===== src/hdl/bfc_ram.sv =====
// ----------------------------------------------------------------------------
// bfc_ram
// Generic single-write, single-read RAM with a registered read port.
// ----------------------------------------------------------------------------
`default_nettype none

module bfc_ram #(
  parameter int WIDTH = 8,
  parameter int DEPTH = 16,
  localparam int AW = (DEPTH > 1) ? $clog2(DEPTH) : 1
) (
  input  wire logic             clk,
  input  wire logic             we,
  input  wire logic [AW-1:0]    waddr,
  input  wire logic [WIDTH-1:0] wdata,
  input  wire logic [AW-1:0]    raddr,
  output logic      [WIDTH-1:0] rdata
);

  logic [WIDTH-1:0] mem [DEPTH];

  always_ff @(posedge clk) begin
    if (we) begin
      mem[waddr] <= wdata;
    end
    rdata <= mem[raddr];
  end

endmodule

`default_nettype wire


===== config.mk =====
export PLATFORM = sky130hd
export DESIGN_NAME = bfc_ram
export DESIGN_NICKNAME = d
export VERILOG_FILES = /design/src/hdl/bfc_ram.sv
export SDC_FILE = /design/constraint.sdc
export NUM_CORES = 1
export LEC_CHECK = 0
export ABC_CLOCK_PERIOD_IN_PS = 4600
export CAP_MARGIN = 5
export CELL_PAD_IN_SITES_DETAIL_PLACEMENT = 0
export CELL_PAD_IN_SITES_GLOBAL_PLACEMENT = 1
export CORE_UTILIZATION = 59
export DETAILED_ROUTE_END_ITERATION = 10
export DONT_BUFFER_PORTS = 1
export GPL_TIMING_DRIVEN = 0
export PLACE_DENSITY_LB_ADDON = 0.1
export SETUP_SLACK_MARGIN = 0.05
export SYNTH_ARGS = -nofsm -noshare
export SYNTH_HDL_FRONTEND = slang
export SYNTH_SLANG_ARGS = --single-unit

===== constraint.sdc =====
create_clock -name clk -period 4.6 [get_ports clk]
set_clock_uncertainty 0.2 [all_clocks]
set_input_delay 1.38 -clock clk [delete_from_list [all_inputs] [get_ports clk]]
set_output_delay 1.38 -clock clk [all_outputs]
set_load 0.05 [all_outputs]

# Yosys cells after proc, flatten, opt, wreduce, memory -nomap -nowiden
# Memories as Yosys holds them, arrays and structs flattened. A register that Yosys moved wholly into a read port is not among the register bits.
# Cells that the tools add are included.
# word_totals
regBits	0
mem_bits_rw	128
inputBits	18
output_inout_bits	8
elab_cells	3
n_memories	1
# classes
n_mux	2
# memory_table
memory	depth	width	read_ports	rd_clocked_by_memory_dff	wr	line	source
mem	16	8	1	1	1	20	logic [WIDTH-1:0] mem [DEPTH];
# ops
op	n
2-to-1 mux 1 bit	2

# Logic depth before layout (Yosys ltp)
# Gate-level depths: netlist of the first run.
# depth
ltp_word	2
ltp_mapped	5
mapped_depth_nobuf	3

# Least setup slack after synthesis of the first run
# No wires, ideal clock.
# synth_timing
path_type	in2reg
from	input port waddr[2]
to	memory mem[0][0], enable pin
setup_time_ns	0.383
arrival_time_ns	2.490
slack_ns	1.527
cell_stages	2
n_path_buf	0
cell_sequence	or3b_2 nor3_1
# synth_rtl
item	line	source
start, declared	14	input wire logic [AW-1:0] waddr,
end, declared	20	
# No word-level cell before the write port.

# Worst setup path after layout of the first run
# layout_timing
from	register rdata[0], read port of mem
to	output port rdata[0]
# layout_rtl
item	line	source
start, declared	17	output logic [WIDTH-1:0] rdata
# No word-level cell between the ends.

==> results of run 1 <==
area by class of cell:
| type | instances | share of cell area [%] |
|---|---|---|
| Clock buffer | 20 | 7.26 |
| Clock inverter | 12 | 2.26 |
| Timing Repair Buffer | 3 | 0.384 |
| Multi-Input combinational cell | 83 | 18.0 |
| Tap cell | 105 | 2.24 |
| Buffer | 10 | 1.47 |
| Sequential cell | 136 | 68.3 |
logic make-up (layout without fill, tap and decap cells):
kind of cell	after synthesis	in the layout	share of synthesized area (%)
buffers and inverters	10	45	1.68
multiplexers	32	32	15.0
AND/OR/NAND/NOR	35	35	3.18
flip-flops	136	136	77.8
AO/OA/AOI/OAI	16	16	2.33
report_power, final:
group / switching [uW] / internal (uW)
Clock: 449 / 812
Combinational: 48.4 / 45.3
Sequential: 37.1 / 1390
Total: 535 / 2240
tightest hold or removal path, cell delays in order (launching register included):
cell and delay [ps]:
edfxtp_1 310, mux4_1 220, a22oi_1 80, nand2_1 50
routing by layer:
metal | vias to the layer above | GRT usage [%] | wire, um
met5 | - | 0 | 0
met4 | 0 | 8.71 | 95
met3 | 10 | 6.86 | 718
met2 | 117 | 34.3 | 4580
met1 | 1206 | 34.1 | 4040
li1 | 1021 | - | -
sequential cells by signal (all words and copies together) (netlist names):
signal and cells:
mem 128, rdata 8
stage by stage:
step                instance area (um2)  util (%)  hold WS (ps)  cells
floorplan                          5150         -           429    229
global route                       5860      70.3           546    369
CTS                                5840      70.0           499    366
finish                             5860      70.3           494    369
detailed placement                 5280      63.3           491    334
global placement                   5280      63.3           477    334
Yosys cell counts:
| cell type | instances |
|---|---|
| nor2b_1 | 1 |
| nor3_1 | 4 |
| mux4_2 | 18 |
| nand3b_1 | 2 |
| dfxtp_1 | 8 |
| buf_2 | 3 |
| nor2_1 | 13 |
| nand2b_1 | 2 |
| and2b_1 | 1 |
| nand3_1 | 1 |
| nand2_1 | 9 |
| a22oi_1 | 16 |
| buf_4 | 1 |
| clkdlybuf4s25_2 | 3 |
| or3b_2 | 1 |
| edfxtp_1 | 128 |
| buf_6 | 3 |
| and2_1 | 1 |
| mux4_1 | 14 |
how the worst max path moves through the flow:
stage | from | to | slack (ps)
after floorplan | waddr[2] | mem[0][0] | 1530
after global placement | waddr[2] | mem[0][4] | 1160
after detailed placement | waddr[2] | mem[0][3] | 1060
after CTS | waddr[2] | mem[0][2] | 1590
after global routing | rdata[4] | rdata[4] | 1850
final | rdata[0] | rdata[0] | 1900
==> results.md, run 1 <==
* Core area at 8340 um2
* Hold Crit Depth at 3
* Area leader, netlist: edfxtp_1
* Clock tree buffer depth at 2
* Clk Tree Root Cell: clkbuf_8
* Relative slew margins at 14.8%
* Worst R2R End: rdata[3]
* PnR worst setup slack at 1900 ps
* Peak VDD IR at 0.280 mV
* DRC at 0
* Clock Sink Count at 136
* Worst Path Required at 3020 ps
* Global route overflow at 0
* Min-delay worst type: flip-flop to flip-flop
* Routability Congestion at 0.758
* R2R setup slack at ~3000 ps
* Postcts setup bufs at 0
* Status: completed
* First-pass GRT wire length at 13800 um
* Yosys warns at 0
* Pwr dens at 474 nW/um2
* DR WL/cell at 25.6 um
* Syn_nets at about 250
* Ports at 26
* Synthesis-stage register bit count at between 100 and 150
* Final ANT Viol Nets at 0
* Initial antenna violation count at 0
* CTS tree: yes
* # hold bufs at CTS at 0
* Final wirelength at approximately 9400 um
* Vias in the first global route at about 2400
* Leak Pwr at 0.00193 uW
* Fillers at 496
* Number of inserted diodes at 0
* Vias per Instance at ~6.4
* Max FO, Critical Path at 1
* Most common cell after layout, fill and taps aside: edfxtp_1
* Netlist cell types at 19
* Fin crit period at ~2700 ps
* Syn Area/Cell at 22.5 um2
* Setup TNS at 0 ps
* DRT Pass-1 Iters at 4
* Final Total Pwr at around 2800 uW
* Max cap viols at 0
* Cells after Synth at 229
* Fmax at 370 MHz
* Row Count at 33
* Pin count of the biggest net entering global routing at 17
* Starting Density at 61.7%
* Area share of the largest cell type after synthesis at about 75%
* CTS clk-pin slew, worst paths at about 60 ps
* Die area at 9100 um2
* Mapped cell area at between 5000 and 6000 um2
* WP data arrival at 1120 ps
* Pre-CTS setup slack at 1060 ps
* Slew at the pin with the worst max-slew slack at 1270 ps
* Final nets at 269
* R2r startpoint: mem[6][3]
* Fin. Hold Viols at 0
* Total number of vias at 2354
* Commonest non-fill, non-tap cells in the layout: 128 x edfxtp_1, 18 x mux4_2, 16 x a22oi_1, 16 x clkbuf_16, 14 x mux4_1
* Initial drt markers at around 260
* Proportion of layout cells with a drive suffix above 1 at 21.6%
* Hold Crit Start: mem[11][3]
* Worst-skew pair later-pin latency at 510 ps
* Endpoint type of the worst setup path: output pin
* Max Slew Vio Count at 0
* Sequential area share after synthesis at 77.8%
* Synth top area cells: edfxtp_1 75%, mux4_2 7.9%, mux4_1 7.1%
* Setup CP Type: flip-flop to output pin
* Hold worst-path end: rdata[3]
* Final setup vio count at 0
* Final Cycle Share at 58.7%
* Startpoint Class: flip-flop
* H-tree depth at 4
* Die height at around 95 um
* PortBufs at 0
* CTS Buf Count at 17
* Area grow syn2layout at 13.8%
* Unrepaired setup endpoints after global routing: false
* Post_cts resized at 0
* Area of the multi-input gates at 1060 um2
* Die W at roughly 95 um
* GRT Util Overall at 23.4%
* Reg2reg path depth at 3
* Storage cell area at 4000 um2
* Levels on crit path at 0
* Post-DP HPWL at about 6000 um
(Power assumes the default switching activity.)
==> run 2, diff against run 1 <==
--- a/config.mk
+++ b/config.mk
@@ -5,11 +5,11 @@
 export SDC_FILE = /design/constraint.sdc
 export NUM_CORES = 1
 export LEC_CHECK = 0
-export ABC_CLOCK_PERIOD_IN_PS = 4600
+export ABC_CLOCK_PERIOD_IN_PS = 2800
 export CAP_MARGIN = 5
 export CELL_PAD_IN_SITES_DETAIL_PLACEMENT = 0
 export CELL_PAD_IN_SITES_GLOBAL_PLACEMENT = 1
-export CORE_UTILIZATION = 59
+export CORE_UTILIZATION = 55
 export DETAILED_ROUTE_END_ITERATION = 10
 export DONT_BUFFER_PORTS = 1
 export GPL_TIMING_DRIVEN = 0
==> constraint.sdc (replaced) <==
create_clock -name clk -period 2.8 [get_ports clk]
set_clock_uncertainty 0.2 [all_clocks]
set_input_delay 0.84 -clock clk [delete_from_list [all_inputs] [get_ports clk]]
set_output_delay 0.84 -clock clk [all_outputs]
set_load 0.05 [all_outputs]
==> run 2 against run 1 <==
Total power rose by 63%. Wire length is 4.7% higher. Worst setup slack lost 1500 ps. Largest power group unchanged. Worst hold slack got worse by 280 ps. Die area is 7.1% higher. Sequential cell count is the same. Critical endpoint is now mem[0][3]. Clock-buffer cell count decreased by 2. Combinational power rose by 65%. First-iteration DRC count shrank 30%. Global-route usage decreased by 1.1 points. Sequential share of layout area increased by 0.40 points. Via count grew 0.55%.
==> results.md, run 2 (synthesis gave the netlist of run 1 again) <==
* Status: completed
* Hold Crit Depth at 0
* Ports at 26
* GR Layer Usage met1 at approximately a third
* Die W at approximately 99 um
* Global route overflow at 0
* Met2 usage at 33.8%
* Die area at 9750 um2
* First-pass GRT wire length at 14700 um
* Setup CP Type: primary input to flip-flop
* Fin. Hold Viols at 0
* Buffers and inverters on the worst path at 0
* Min-delay worst type: primary input to flip-flop
* Relative slew margins at 12.3%
* Core area at 8890 um2
* Final Total Pwr at 4520 uW
* Clock tree buffer depth at 2
* Crit. Startpoint: waddr[2]
* Fmax at just over 400 MHz
* Endpoint type of the worst setup path: flip-flop
* Row Count at 34
* Clk Tree Root Cell: clkbuf_8
* Biggest regs: mem x128, rdata x8
* Finished Layout Cells at roughly 370
* PortBufs at 0
* Number of inserted diodes at 0
* Worst R2R End: rdata[1]
* Slowest cell delay on critical path at around 980 ps
* Most common cell after layout, fill and taps aside: edfxtp_1
* Biggest register: mem
* Layout Utilization at 65.5%
* Hold Crit Start: wdata[0]
* DR WL/cell at 26.8 um
* Pin count of the biggest net entering global routing at 17
* CTS clk-pin slew, worst paths at 60 ps
* Largest register FFs at 128
* Final setup vio count at 0
* Initial antenna violation count at 0
* Vias per Instance at 6.41
* DRT Pass-1 Iters at 5
* Clock Sink Count at between 100 and 150
* Slowest stage cell on the critical path: nor3_1
* CTS tree: yes
* Unrepaired setup endpoints after global routing: false
* Postcts setup bufs at 0
* Worst-skew pair later-pin latency at 520 ps
* Die height at 98.7 um
* Commonest non-fill, non-tap cells in the layout: 128 x edfxtp_1, 18 x mux4_2, 16 x a22oi_1, 16 x clkbuf_16, 14 x mux4_1
* R2r startpoint: mem[4][1]
* # hold bufs at CTS at 0
* Slew at the pin with the worst max-slew slack at 1310 ps
* Proportion of layout cells with a drive suffix above 1 at between 20% and 30%
* Max FO, Critical Path at 8
* Routing usage on met3 at under 10%
* GRT Util Overall at between 20% and 30%
* Peak VDD IR at about 0.44 mV
* WP data arrival at 2350 ps
* Max Slew Vio Count at 0
* CP Cell Sequence: or3b_2 > nor3_1
* Worst Path Required at 2730 ps
* Final nets at 266
* Reg2reg path depth at 3
* Area grow syn2layout at 13.2%
* Vias in the first global route at 2441
* Starting Density at between 50% and 60%
* Final wirelength at 9870 um
* Total number of vias at 2367
* Max cap viols at 0
* Setup TNS at 0 ps
* CTS Buf Count at 17
* Leak Pwr at ~0.0019 uW
* Routability Congestion at 0.754
* Pwr dens at between 700 and 800 nW/um2
* H-tree depth at 4
* R2R setup slack at 1210 ps
* Initial drt markers at 179
* Post_cts resized at 0
* Final Cycle Share at 86.5%
* DP Cell Count at 337
* Post-DP HPWL at 6230 um
* Startpoint Class: primary input
* Hold worst-path end: mem[7][0]
* Final ANT Viol Nets at 0
* Gr busiest metal: met2
* Fin crit period at ~2400 ps
* Delay-heaviest family, CP: simple AND/OR/NAND/NOR gates
* DRC at 0
==> run 2: metal layers <==
layer | share of wire (%) | up-vias | wire length, um
met2 | 49 | 117 | 4820
li1 | - | 1014 | -
met3 | 7.8 | 15 | 771
met5 | 0 | - | 0
met1 | 42 | 1221 | 4150
met4 | 1.4 | 0 | 136
==> run 2: through the flow <==
step,hold WS (ps),area [um2],setup WS (ps)
2_1_floorplan,429,5150,267
3_3_place_gp,482,5280,-132
3_5_place_dp,490,5280,-162
4_1_cts,200,5830,330
5_1_grt,194,5830,336
6_report,213,5830,377
==> run 2: how the worst max path moves through the flow <==
stage,endpoint,slack (ps),cells after the start
after global placement,mem[0][1],-130,2
final,mem[0][3],380,2
after floorplan,mem[0][0],270,2
after detailed placement,mem[0][7],-160,2
after global routing,mem[0][3],340,2
after CTS,mem[0][5],330,2
==> run 2: final cells by class <==
| type | instances | area, um2 |
|---|---|---|
| Sequential cell | 136 | 4000 |
| Fill cell | 568 | 3070 |
| Multi-Input combinational cell | 83 | 1060 |
| Clock buffer | 18 | 418 |
| Tap cell | 108 | 135 |
| Clock inverter | 14 | 125 |
| Buffer | 10 | 86.3 |
==> run 2: where the power goes <==
part | internal [uW] | leakage [uW] | total [uW] | switching (uW)
logic | 73.7 | 0.000418 | 155 | 81.1
registers | 2280 | 0.00122 | 2340 | 61.2
clock network | 1180 | 0.000252 | 2030 | 847
total | 3530 | 0.00189 | 4520 | 989
